--- src/pwmda_pkg.sv ---
// Shared types and constants for the pulse-window metal detector with auto-zeroing.
// No dependencies; used by the interfaces, the core, the output queue and the top level.
package pwmda_pkg;

   // configuration register widths
   localparam int WINDOW_W     = 24;
   localparam int THRESH_W     = 16;
   localparam int QUIET_W      = 26;
   localparam int TIMEOUT_W    = 26;
   localparam int POT_W        = 7;
   localparam int OUTCOME_W    = 2;

   localparam int CSR_INDEX_W  = 3;
   localparam int CSR_DATA_W   = 26;

   // register indexes
   localparam logic [CSR_INDEX_W-1:0] REG_WINDOW_TICKS  = 3'd0;
   localparam logic [CSR_INDEX_W-1:0] REG_PULSE_THRESH  = 3'd1;
   localparam logic [CSR_INDEX_W-1:0] REG_QUIET_TICKS   = 3'd2;
   localparam logic [CSR_INDEX_W-1:0] REG_ZERO_TIMEOUT  = 3'd3;
   localparam logic [CSR_INDEX_W-1:0] REG_POT_LIMIT     = 3'd4;

   // register reset values
   localparam logic [WINDOW_W-1:0]  WINDOW_RESET  = 24'd500000;
   localparam logic [THRESH_W-1:0]  THRESH_RESET  = 16'd200;
   localparam logic [QUIET_W-1:0]   QUIET_RESET   = 26'd5000000;
   localparam logic [TIMEOUT_W-1:0] TIMEOUT_RESET = 26'd30000000;
   localparam logic [POT_W-1:0]     POT_RESET     = 7'd99;

   // zeroing outcome codes
   localparam logic [OUTCOME_W-1:0] ZERO_NONE      = 2'd0;
   localparam logic [OUTCOME_W-1:0] ZERO_OK        = 2'd1;
   localparam logic [OUTCOME_W-1:0] ZERO_TIMEOUT   = 2'd2;
   localparam logic [OUTCOME_W-1:0] ZERO_POT_LIMIT = 2'd3;

   typedef struct packed {
      logic cmd;
      logic pulse_seen;
   } req_item_type;

   typedef struct packed {
      logic                 metal_present;
      logic [POT_W-1:0]     pot_setting;
      logic                 zero_busy;
      logic [OUTCOME_W-1:0] zero_outcome;
   } rsp_item_type;

endpackage

--- src/pwmda_if.sv ---
// Valid/ready channel interfaces for the detector's input ticks and result items.
// Depends on pwmda_pkg for field widths.
interface pwmda_req_if;
   logic valid;
   logic ready;
   logic cmd;
   logic pulse_seen;

   modport source (output valid, output cmd, output pulse_seen, input ready);
   modport sink   (input valid, input cmd, input pulse_seen, output ready);
endinterface

interface pwmda_rsp_if;
   logic                            valid;
   logic                            ready;
   logic                            metal_present;
   logic [pwmda_pkg::POT_W-1:0]     pot_setting;
   logic                            zero_busy;
   logic [pwmda_pkg::OUTCOME_W-1:0] zero_outcome;

   modport source (output valid, output metal_present, output pot_setting,
                   output zero_busy, output zero_outcome, input ready);
   modport sink   (input valid, input metal_present, input pot_setting,
                   input zero_busy, input zero_outcome, output ready);
endinterface

--- src/pwmda_core.sv ---
// Detector state, configuration registers and the per-item update logic.
// Depends on pwmda_pkg; instantiated by the top level.
module pwmda_core #(
   parameter int TIME_WIDTH  = 26,
   parameter int COUNT_WIDTH = 16
) (
   input  logic                              clock,
   input  logic                              reset,
   input  logic                              csr_we,
   input  logic [pwmda_pkg::CSR_INDEX_W-1:0] csr_index,
   input  logic [pwmda_pkg::CSR_DATA_W-1:0]  csr_wdata,
   input  logic                              item_accept,
   input  pwmda_pkg::req_item_type           item,
   output pwmda_pkg::rsp_item_type           result
);

   localparam int TC_W = (TIME_WIDTH > pwmda_pkg::QUIET_W) ? TIME_WIDTH : pwmda_pkg::QUIET_W;
   localparam int CC_W = (COUNT_WIDTH > pwmda_pkg::THRESH_W) ? COUNT_WIDTH
                                                              : pwmda_pkg::THRESH_W;
   localparam logic [TIME_WIDTH-1:0]  TIME_MAX  = '1;
   localparam logic [COUNT_WIDTH-1:0] COUNT_MAX = '1;

   logic [pwmda_pkg::WINDOW_W-1:0]  window_ticks_ff;
   logic [pwmda_pkg::THRESH_W-1:0]  pulse_threshold_ff;
   logic [pwmda_pkg::QUIET_W-1:0]   quiet_ticks_ff;
   logic [pwmda_pkg::TIMEOUT_W-1:0] zero_timeout_ff;
   logic [pwmda_pkg::POT_W-1:0]     pot_limit_ff;

   logic [COUNT_WIDTH-1:0]          edge_tally_ff, edge_tally_in;
   logic                            window_restart_ff, window_restart_in;
   logic [TIME_WIDTH-1:0]           window_age_ff, window_age_in;
   logic                            detect_flag_ff, detect_flag_in;
   logic                            zeroing_active_ff, zeroing_active_in;
   logic [TIME_WIDTH-1:0]           zero_age_ff, zero_age_in;
   logic [TIME_WIDTH-1:0]           last_hit_age_ff, last_hit_age_in;
   logic [pwmda_pkg::POT_W-1:0]     pot_level_ff, pot_level_in;
   logic [pwmda_pkg::OUTCOME_W-1:0] zero_result_ff, zero_result_in;

   logic [COUNT_WIDTH-1:0] tally_pulse;
   logic [TIME_WIDTH-1:0]  age_chk;
   logic [TIME_WIDTH-1:0]  zero_age_inc;
   logic [TIME_WIDTH-1:0]  quiet_span;
   logic                   window_open;
   logic                   tally_hit;

   assign tally_pulse  = (item.pulse_seen && edge_tally_ff != COUNT_MAX)
                         ? edge_tally_ff + 1'b1 : edge_tally_ff;
   assign age_chk      = window_restart_ff ? '0 : window_age_ff;
   assign window_open  = TC_W'(age_chk) < TC_W'(window_ticks_ff);
   assign tally_hit    = CC_W'(tally_pulse) >= CC_W'(pulse_threshold_ff);
   assign zero_age_inc = (zero_age_ff == TIME_MAX) ? zero_age_ff : zero_age_ff + 1'b1;
   // last hit age never passes zero age, so this never wraps
   assign quiet_span   = zero_age_inc - last_hit_age_ff;

   always_comb begin
      edge_tally_in     = edge_tally_ff;
      window_restart_in = window_restart_ff;
      window_age_in     = window_age_ff;
      detect_flag_in    = detect_flag_ff;
      zeroing_active_in = zeroing_active_ff;
      zero_age_in       = zero_age_ff;
      last_hit_age_in   = last_hit_age_ff;
      pot_level_in      = pot_level_ff;
      zero_result_in    = zero_result_ff;
      if (item_accept) begin
         if (item.cmd) begin
            zeroing_active_in = 1'b1;
            zero_age_in       = '0;
            last_hit_age_in   = '0;
            pot_level_in      = '0;
            zero_result_in    = pwmda_pkg::ZERO_NONE;
         end else begin
            edge_tally_in     = tally_pulse;
            window_restart_in = 1'b0;
            if (!window_open) begin
               detect_flag_in    = 1'b0;
               edge_tally_in     = '0;
               window_restart_in = 1'b1;
            end else if (tally_hit) begin
               detect_flag_in    = 1'b1;
               edge_tally_in     = '0;
               window_restart_in = 1'b1;
            end
            window_age_in = (age_chk == TIME_MAX) ? age_chk : age_chk + 1'b1;
            if (zeroing_active_ff) begin
               zero_age_in = zero_age_inc;
               if (TC_W'(zero_age_inc) > TC_W'(zero_timeout_ff) || zero_age_inc == TIME_MAX) begin
                  zeroing_active_in = 1'b0;
                  zero_result_in    = pwmda_pkg::ZERO_TIMEOUT;
               end else if (TC_W'(quiet_span) > TC_W'(quiet_ticks_ff)) begin
                  zeroing_active_in = 1'b0;
                  zero_result_in    = pwmda_pkg::ZERO_OK;
               end else if (window_open && tally_hit) begin
                  last_hit_age_in = zero_age_inc;
                  if (pot_level_ff >= pot_limit_ff) begin
                     zeroing_active_in = 1'b0;
                     zero_result_in    = pwmda_pkg::ZERO_POT_LIMIT;
                  end else begin
                     pot_level_in = pot_level_ff + 1'b1;
                  end
               end
            end
         end
      end
   end

   always_ff @(posedge clock) begin
      if (reset) begin
         window_ticks_ff    <= pwmda_pkg::WINDOW_RESET;
         pulse_threshold_ff <= pwmda_pkg::THRESH_RESET;
         quiet_ticks_ff     <= pwmda_pkg::QUIET_RESET;
         zero_timeout_ff    <= pwmda_pkg::TIMEOUT_RESET;
         pot_limit_ff       <= pwmda_pkg::POT_RESET;
      end else if (csr_we) begin
         case (csr_index)
            pwmda_pkg::REG_WINDOW_TICKS: begin
               window_ticks_ff <= csr_wdata[pwmda_pkg::WINDOW_W-1:0];
            end
            pwmda_pkg::REG_PULSE_THRESH: begin
               pulse_threshold_ff <= csr_wdata[pwmda_pkg::THRESH_W-1:0];
            end
            pwmda_pkg::REG_QUIET_TICKS: begin
               quiet_ticks_ff <= csr_wdata[pwmda_pkg::QUIET_W-1:0];
            end
            pwmda_pkg::REG_ZERO_TIMEOUT: begin
               zero_timeout_ff <= csr_wdata[pwmda_pkg::TIMEOUT_W-1:0];
            end
            pwmda_pkg::REG_POT_LIMIT: begin
               pot_limit_ff <= csr_wdata[pwmda_pkg::POT_W-1:0];
            end
            default: begin
            end
         endcase
      end
   end

   always_ff @(posedge clock) begin
      if (reset) begin
         edge_tally_ff     <= '0;
         window_restart_ff <= 1'b1;
         window_age_ff     <= '0;
         detect_flag_ff    <= 1'b0;
         zeroing_active_ff <= 1'b0;
         zero_age_ff       <= '0;
         last_hit_age_ff   <= '0;
         pot_level_ff      <= '0;
         zero_result_ff    <= pwmda_pkg::ZERO_NONE;
      end else begin
         edge_tally_ff     <= edge_tally_in;
         window_restart_ff <= window_restart_in;
         window_age_ff     <= window_age_in;
         detect_flag_ff    <= detect_flag_in;
         zeroing_active_ff <= zeroing_active_in;
         zero_age_ff       <= zero_age_in;
         last_hit_age_ff   <= last_hit_age_in;
         pot_level_ff      <= pot_level_in;
         zero_result_ff    <= zero_result_in;
      end
   end

   // result item reports the state after this item's update
   assign result.metal_present = detect_flag_in;
   assign result.pot_setting   = pot_level_in;
   assign result.zero_busy     = zeroing_active_in;
   assign result.zero_outcome  = zero_result_in;

   a_busy_no_outcome: assert property (@(posedge clock) disable iff (reset)
      zeroing_active_ff |-> zero_result_ff == pwmda_pkg::ZERO_NONE)
      else $error("outcome set while zeroing runs");

   a_start_clears: assert property (@(posedge clock) disable iff (reset)
      item_accept && item.cmd |=> zeroing_active_ff && pot_level_ff == '0)
      else $error("start command did not restart zeroing");

   a_hit_not_past_age: assert property (@(posedge clock) disable iff (reset)
      last_hit_age_ff <= zero_age_ff)
      else $error("last hit age beyond zeroing age");

endmodule

--- src/pwmda_out_queue.sv ---
// Two-entry result buffer between the update logic and the result channel.
// Depends on pwmda_pkg and pwmda_rsp_if.
module pwmda_out_queue (
   input  logic                    clock,
   input  logic                    reset,
   input  logic                    push,
   input  pwmda_pkg::rsp_item_type push_item,
   output logic                    has_room,
   pwmda_rsp_if.source             rsp_if
);

   localparam logic [1:0] CNT_EMPTY = 2'd0;
   localparam logic [1:0] CNT_ONE   = 2'd1;
   localparam logic [1:0] CNT_FULL  = 2'd2;

   pwmda_pkg::rsp_item_type slot0_ff, slot0_in;
   pwmda_pkg::rsp_item_type slot1_ff, slot1_in;
   logic [1:0]              count_ff, count_in;
   logic                    pop;

   assign pop = (count_ff != CNT_EMPTY) && rsp_if.ready;

   always_comb begin
      slot0_in = slot0_ff;
      slot1_in = slot1_ff;
      count_in = count_ff;
      case (count_ff)
         CNT_EMPTY: begin
            if (push) begin
               slot0_in = push_item;
               count_in = CNT_ONE;
            end
         end
         CNT_ONE: begin
            if (push && pop) begin
               slot0_in = push_item;
            end else if (push) begin
               slot1_in = push_item;
               count_in = CNT_FULL;
            end else if (pop) begin
               count_in = CNT_EMPTY;
            end
         end
         CNT_FULL: begin
            if (pop) begin
               slot0_in = slot1_ff;
               count_in = CNT_ONE;
            end
         end
         default: begin
            count_in = CNT_EMPTY;
         end
      endcase
   end

   always_ff @(posedge clock) begin
      if (reset) begin
         count_ff <= CNT_EMPTY;
      end else begin
         count_ff <= count_in;
      end
      slot0_ff <= slot0_in;
      slot1_ff <= slot1_in;
   end

   assign has_room             = count_ff != CNT_FULL;
   assign rsp_if.valid         = count_ff != CNT_EMPTY;
   assign rsp_if.metal_present = slot0_ff.metal_present;
   assign rsp_if.pot_setting   = slot0_ff.pot_setting;
   assign rsp_if.zero_busy     = slot0_ff.zero_busy;
   assign rsp_if.zero_outcome  = slot0_ff.zero_outcome;

   a_no_push_full: assert property (@(posedge clock) disable iff (reset)
      push |-> count_ff != CNT_FULL)
      else $error("item pushed into full result buffer");

   a_full_holds: assert property (@(posedge clock) disable iff (reset)
      count_ff == CNT_FULL && !pop |=> count_ff == CNT_FULL && $stable(slot0_ff))
      else $error("full result buffer changed without a pop");

endmodule

--- src/pulse_window_metal_detect_autozero_unit.sv ---
// Top level of the pulse-window metal detector with auto-zeroing.
// Depends on pwmda_pkg, pwmda_if, pwmda_core and pwmda_out_queue.
//
// One item is taken per clock while the output buffer has room: each tick or start
// command updates the detector state in the same cycle it is accepted, and its result
// item is registered into a two-entry output buffer that drives rsp_if. req_if.ready
// stays high while that buffer has a free entry, so with rsp_if.ready held high the
// block sustains one item per cycle; a stalled consumer fills the buffer after two
// items and then holds off input. Configuration registers are written through
// csr_we/csr_index/csr_wdata and take effect on the next item.
module pulse_window_metal_detect_autozero_unit #(
   parameter int TIME_WIDTH  = 26,
   parameter int COUNT_WIDTH = 16
) (
   input  logic                              clock,
   input  logic                              reset,
   pwmda_req_if.sink                         req_if,
   pwmda_rsp_if.source                       rsp_if,
   input  logic                              csr_we,
   input  logic [pwmda_pkg::CSR_INDEX_W-1:0] csr_index,
   input  logic [pwmda_pkg::CSR_DATA_W-1:0]  csr_wdata
);

   pwmda_pkg::req_item_type req_item;
   pwmda_pkg::rsp_item_type rsp_item;
   logic                    has_room;
   logic                    accept;

   assign req_item.cmd        = req_if.cmd;
   assign req_item.pulse_seen = req_if.pulse_seen;
   assign req_if.ready        = has_room;
   assign accept              = req_if.valid && has_room;

   pwmda_core #(
      .TIME_WIDTH  (TIME_WIDTH),
      .COUNT_WIDTH (COUNT_WIDTH)
   ) u_core (
      .clock       (clock),
      .reset       (reset),
      .csr_we      (csr_we),
      .csr_index   (csr_index),
      .csr_wdata   (csr_wdata),
      .item_accept (accept),
      .item        (req_item),
      .result      (rsp_item)
   );

   pwmda_out_queue u_out_queue (
      .clock     (clock),
      .reset     (reset),
      .push      (accept),
      .push_item (rsp_item),
      .has_room  (has_room),
      .rsp_if    (rsp_if)
   );

endmodule

--- src/flat_wrapper.sv ---
// flat-port wrapper written by rule: the top's interface ports become plain ports
module pulse_window_metal_detect_autozero_unit_flat 
#(
   parameter int TIME_WIDTH  = 26,
   parameter int COUNT_WIDTH = 16
)
  (clock, reset, csr_we, csr_index, csr_wdata, req_if_valid, req_if_cmd, req_if_pulse_seen, req_if_ready, rsp_if_valid, rsp_if_metal_present, rsp_if_pot_setting, rsp_if_zero_busy, rsp_if_zero_outcome, rsp_if_ready);
  pwmda_req_if req_if_i ();
  pwmda_rsp_if rsp_if_i ();
  input  logic clock;
  input  logic reset;
  input  logic csr_we;
  input  logic [pwmda_pkg::CSR_INDEX_W-1:0] csr_index;
  input  logic [pwmda_pkg::CSR_DATA_W-1:0] csr_wdata;
  input wire logic [$bits(req_if_i.valid)-1:0] req_if_valid;
  input wire logic [$bits(req_if_i.cmd)-1:0] req_if_cmd;
  input wire logic [$bits(req_if_i.pulse_seen)-1:0] req_if_pulse_seen;
  output wire logic [$bits(req_if_i.ready)-1:0] req_if_ready;
  output wire logic [$bits(rsp_if_i.valid)-1:0] rsp_if_valid;
  output wire logic [$bits(rsp_if_i.metal_present)-1:0] rsp_if_metal_present;
  output wire logic [$bits(rsp_if_i.pot_setting)-1:0] rsp_if_pot_setting;
  output wire logic [$bits(rsp_if_i.zero_busy)-1:0] rsp_if_zero_busy;
  output wire logic [$bits(rsp_if_i.zero_outcome)-1:0] rsp_if_zero_outcome;
  input wire logic [$bits(rsp_if_i.ready)-1:0] rsp_if_ready;
  assign req_if_i.valid = req_if_valid;
  assign req_if_i.cmd = req_if_cmd;
  assign req_if_i.pulse_seen = req_if_pulse_seen;
  assign req_if_ready = req_if_i.ready;
  assign rsp_if_valid = rsp_if_i.valid;
  assign rsp_if_metal_present = rsp_if_i.metal_present;
  assign rsp_if_pot_setting = rsp_if_i.pot_setting;
  assign rsp_if_zero_busy = rsp_if_i.zero_busy;
  assign rsp_if_zero_outcome = rsp_if_i.zero_outcome;
  assign rsp_if_i.ready = rsp_if_ready;
  pulse_window_metal_detect_autozero_unit #(.TIME_WIDTH(TIME_WIDTH), .COUNT_WIDTH(COUNT_WIDTH)) u_core (.clock(clock), .reset(reset), .req_if(req_if_i), .rsp_if(rsp_if_i), .csr_we(csr_we), .csr_index(csr_index), .csr_wdata(csr_wdata));
endmodule
--- config.mk ---
export PLATFORM = sky130hd
export DESIGN_NAME = pulse_window_metal_detect_autozero_unit_flat
export DESIGN_NICKNAME = d
export VERILOG_FILES = /design/src/pwmda_pkg.sv /design/src/pwmda_if.sv /design/src/pwmda_core.sv /design/src/pwmda_out_queue.sv /design/src/pulse_window_metal_detect_autozero_unit.sv /design/src/flat_wrapper.sv
export SDC_FILE = /design/constraint.sdc
export NUM_CORES = 1
export LEC_CHECK = 0
export ABC_AREA = 1
export BUFFER_PORTS_ARGS = -buffer_cell sky130_fd_sc_hd__buf_2
export CORE_UTILIZATION = 57
export CTS_CLUSTER_DIAMETER = 120
export CTS_CLUSTER_SIZE = 25
export DETAILED_ROUTE_END_ITERATION = 16
export GPL_TIMING_DRIVEN = 0
export PLACE_DENSITY = 0.8
export SYNTH_ARGS = -nofsm -noshare
export SYNTH_HDL_FRONTEND = slang
export SYNTH_HIERARCHICAL = 1
export SYNTH_SLANG_ARGS = --single-unit
--- constraint.sdc ---
create_clock -name clock -period 5.2 [get_ports clock]
set_input_delay 0.78 -clock clock [delete_from_list [all_inputs] [get_ports clock]]
set_output_delay 0.78 -clock clock [all_outputs]
set_load 0.01 [all_outputs]
==> impl_metrics.env <==
export IMPL_numCtsBuffers=13
export IMPL_hp_class="input port to register"
export IMPL_track_usage_pct=32.4
export IMPL_arrival_ns=5.72
export IMPL_max_freq_mhz=188
export IMPL_synth_area_leader_cell="dfxtp_1"
export IMPL_synth_edf_count=22
export IMPL_async_flop_share_pct=0
export IMPL_cpMaxStageDelayCell="nor3_4"
export IMPL_synth_area_top_cells="dfxtp_1, nand2_1, ha_1, a21oi_1, inv_1"
export IMPL_clkTransAtPathRegs_ns=0.11
export IMPL_start_util_pct=58.3
export IMPL_setup_viol=28
export IMPL_num_antenna_cells=0
export IMPL_fin_util_pct=67.3
export IMPL_cts_root_buf="clkbuf_16"
export IMPL_finalCriticalPeriod_ns=5.33
export IMPL_avgViaCountPerCell=5.74
export IMPL_cts_buffer_depth=3
export IMPL_avgSynthCellArea_sq_um=6.98
export IMPL_vdd_drop_max_v=0.000199
export IMPL_critical_path_class="register to register"
export IMPL_hold_violations=0
export IMPL_place_congestion=0.994
export IMPL_grt_max_degree=27
export IMPL_ys_seq_area_share_pct=33.7
export IMPL_coreArea_sq_mm=0.0245
export IMPL_dr_pass1_iters=5
export IMPL_setup_slack_ns=-0.130
export IMPL_status="finished, violations left"
export IMPL_nets=2318
export IMPL_failed_checks="negative setup slack"
export IMPL_power_density_mw_per_mm2=269
export IMPL_synthTopCellsByCount="nand2_1, inv_1, a21oi_1"
export IMPL_synthCells=2044
export IMPL_syn_area_sq_mm=0.0143
export IMPL_cp_required_ns=5.59
export IMPL_drv_cap=0
export IMPL_critPathMaxStageDelay_ns=0.40
export IMPL_wl_per_cell_um=17.6
export IMPL_crit_fanout=5
export IMPL_ys_warnings_count=6
export IMPL_htreeDepth=1
export IMPL_routed_wl_mm=43.8
export IMPL_end_kind="register"
export IMPL_slew_viol_final=0
export IMPL_die_area_sq_mm=0.0257
export IMPL_synth_top_cell_area_share_pct=29.1
export IMPL_reg2reg_slack_ns=-0.13
export IMPL_layout_drive_gt1_share_pct=13.3
export IMPL_drt_iter0_drc=1159
export IMPL_period_share_pct=103
export IMPL_finalSetupTns_ns=-1.71
export IMPL_area_growth_pct=15.4
export IMPL_synth_most_common_cell="nand2_1"
export IMPL_slew_headroom_pct=14.8
export IMPL_tightest_slew_ns=1.27
export IMPL_antenna_left=0
export IMPL_drc_errors=0
export IMPL_overflow=0
export IMPL_grt_pass1_vias=13500
export IMPL_rows=57
export IMPL_antenna_found_initial=0
export IMPL_grt_pass1_wl_mm=66.7
export IMPL_numPortBuffers=48
export IMPL_fp_dieW_um=160
export IMPL_clk_latency_ns=0.52
export IMPL_clock_skew_ns=0.0483
export IMPL_rsz0062_at_grt="yes"
export IMPL_cts_sinks=229
export IMPL_fillers=2071
export IMPL_start_kind="register"
export IMPL_total_leakage_power_nw=7.06
export IMPL_timing_hold_ws_ns=0.444
export IMPL_ys_flop_type="dfxtp_1"
export IMPL_via_count=14300
export IMPL_place_hpwl_mm=32.6
export IMPL_yosysUniqueCellTypes=42
export IMPL_die_h_um=160
export IMPL_synth_seq_cells=229
export IMPL_synth_nets=2208
export IMPL_dp_slack_ns=-1.40
export IMPL_cts_tree="done"
export IMPL_io_pins=49
metrics by stage:
stage	cell area [sq um]	total power [mW]	instances
CTS	15700	4.20	2456
floorplan	14300	2.71	2044
global placement	14900	2.96	2416
global route	16500	4.63	2482
detailed placement	14900	3.00	2416
finish	16500	4.43	2482
critical path, delay by kind of cell, from the launching register on:
| kind | cells | cell delay (ns) |
|---|---|---|
| adder cells (fa/ha/maj) | 3 | 0.68 |
| flip-flops | 1 | 0.37 |
| AND/OR/NAND/NOR | 16 | 2.13 |
| XOR/XNOR | 1 | 0.15 |
| AO/OA/AOI/OAI | 8 | 1.21 |
| buffers and inverters | 6 | 0.68 |
repair_timing:
action | in CTS | in global routing
endpoints found under the setup margin | 56 | 56
pin swaps | 21 | 65
hold buffers | 0 | 0
setup buffers | 19 | 24
resized for setup | 81 | 123
cloned | 2 | 3
area by class of cell:
cell class / instances / area (sq um) / share of cell area, %
plain buffers: 76 / 388 / 2.36
repair buffers: 95 / 652 / 3.96
flip-flops and latches: 229 / 4850 / 29.5
well taps: 324 / 405 / 2.46
clock buffers: 17 / 362 / 2.20
clock inverters: 2 / 28.8 / 0.175
inverters: 270 / 1020 / 6.19
multi-input cells: 1469 / 8760 / 53.2
per-layer routing:
metal  GRT usage, %  part of all wire [%]
met4           18.9                   6.5
met5              0                     0
met3           2.96                   5.6
met1           37.9                    40
met2           57.7                    48
cell families (layout without fill, tap and decap cells):
family	after synthesis	after routing	synth area share, %
simple gates	808	809	23.8
compound gates	459	459	17.1
xor+xnor	73	73	4.48
buf+inv	347	460	9.63
flops	229	229	33.7
fa+ha+maj	128	128	11.3
worst paths after layout:
path	from	endpoint	cells after the start
min reg2reg	u_core/u_core/quiet_ticks_ff[13]	u_core/u_core/quiet_ticks_ff[13]	2
max reg2reg	u_core/u_core/zero_age_ff[0]	u_core/u_core/last_hit_age_ff[13]	34
min	reset	u_core/u_out_queue/count_ff[0]	2
max	u_core/u_core/zero_age_ff[0]	u_core/u_core/last_hit_age_ff[13]	34
where the power goes:
part	internal (mW)	total [mW]	switching (mW)
clock network	0.508	1.14	0.633
registers	1.87	1.92	0.0521
logic	0.522	1.37	0.850
total	2.90	4.43	1.54
cell usage in the layout (no fill, tap or decap), types with 9 or more instances in the layout:
master	count
edfxtp_1	22
nand3_2	15
clkbuf_16	16
ha_1	112
nor4_1	9
dfxtp_1	185
o211ai_1	25
a21oi_2	18
nand3_1	85
inv_1	260
xnor2_1	24
nand4_1	35
ha_4	14
buf_2	51
nand2_2	37
a211oi_1	9
dfxtp_2	14
nor3_1	29
clkbuf_1	57
xor2_1	49
nand2_1	392
nor2_1	168
nor2_2	10
buf_4	45
nor2_4	9
o21ai_0	153
o21ai_1	10
a21oi_1	212
flip-flops by register name (all words and copies together) (netlist names), 2 cells and up:
| name | count |
|---|---|
| u_core/u_core/edge_tally_ff | 16 |
| u_core/u_core/last_hit_age_ff | 26 |
| u_core/u_core/pot_level_ff | 7 |
| u_core/u_core/pot_limit_ff | 7 |
| u_core/u_core/pulse_threshold_ff | 16 |
| u_core/u_core/quiet_ticks_ff | 26 |
| u_core/u_core/window_age_ff | 26 |
| u_core/u_core/window_ticks_ff | 24 |
| u_core/u_core/zero_age_ff | 26 |
| u_core/u_core/zero_result_ff | 2 |
| u_core/u_core/zero_timeout_ff | 26 |
| u_core/u_out_queue/count_ff | 2 |
| u_core/u_out_queue/rsp_if.pot_setting | 7 |
| u_core/u_out_queue/rsp_if.zero_outcome | 2 |
| u_core/u_out_queue/slot1_ff | 11 |
No activity file was read; power rests on OpenSTA's default activity.
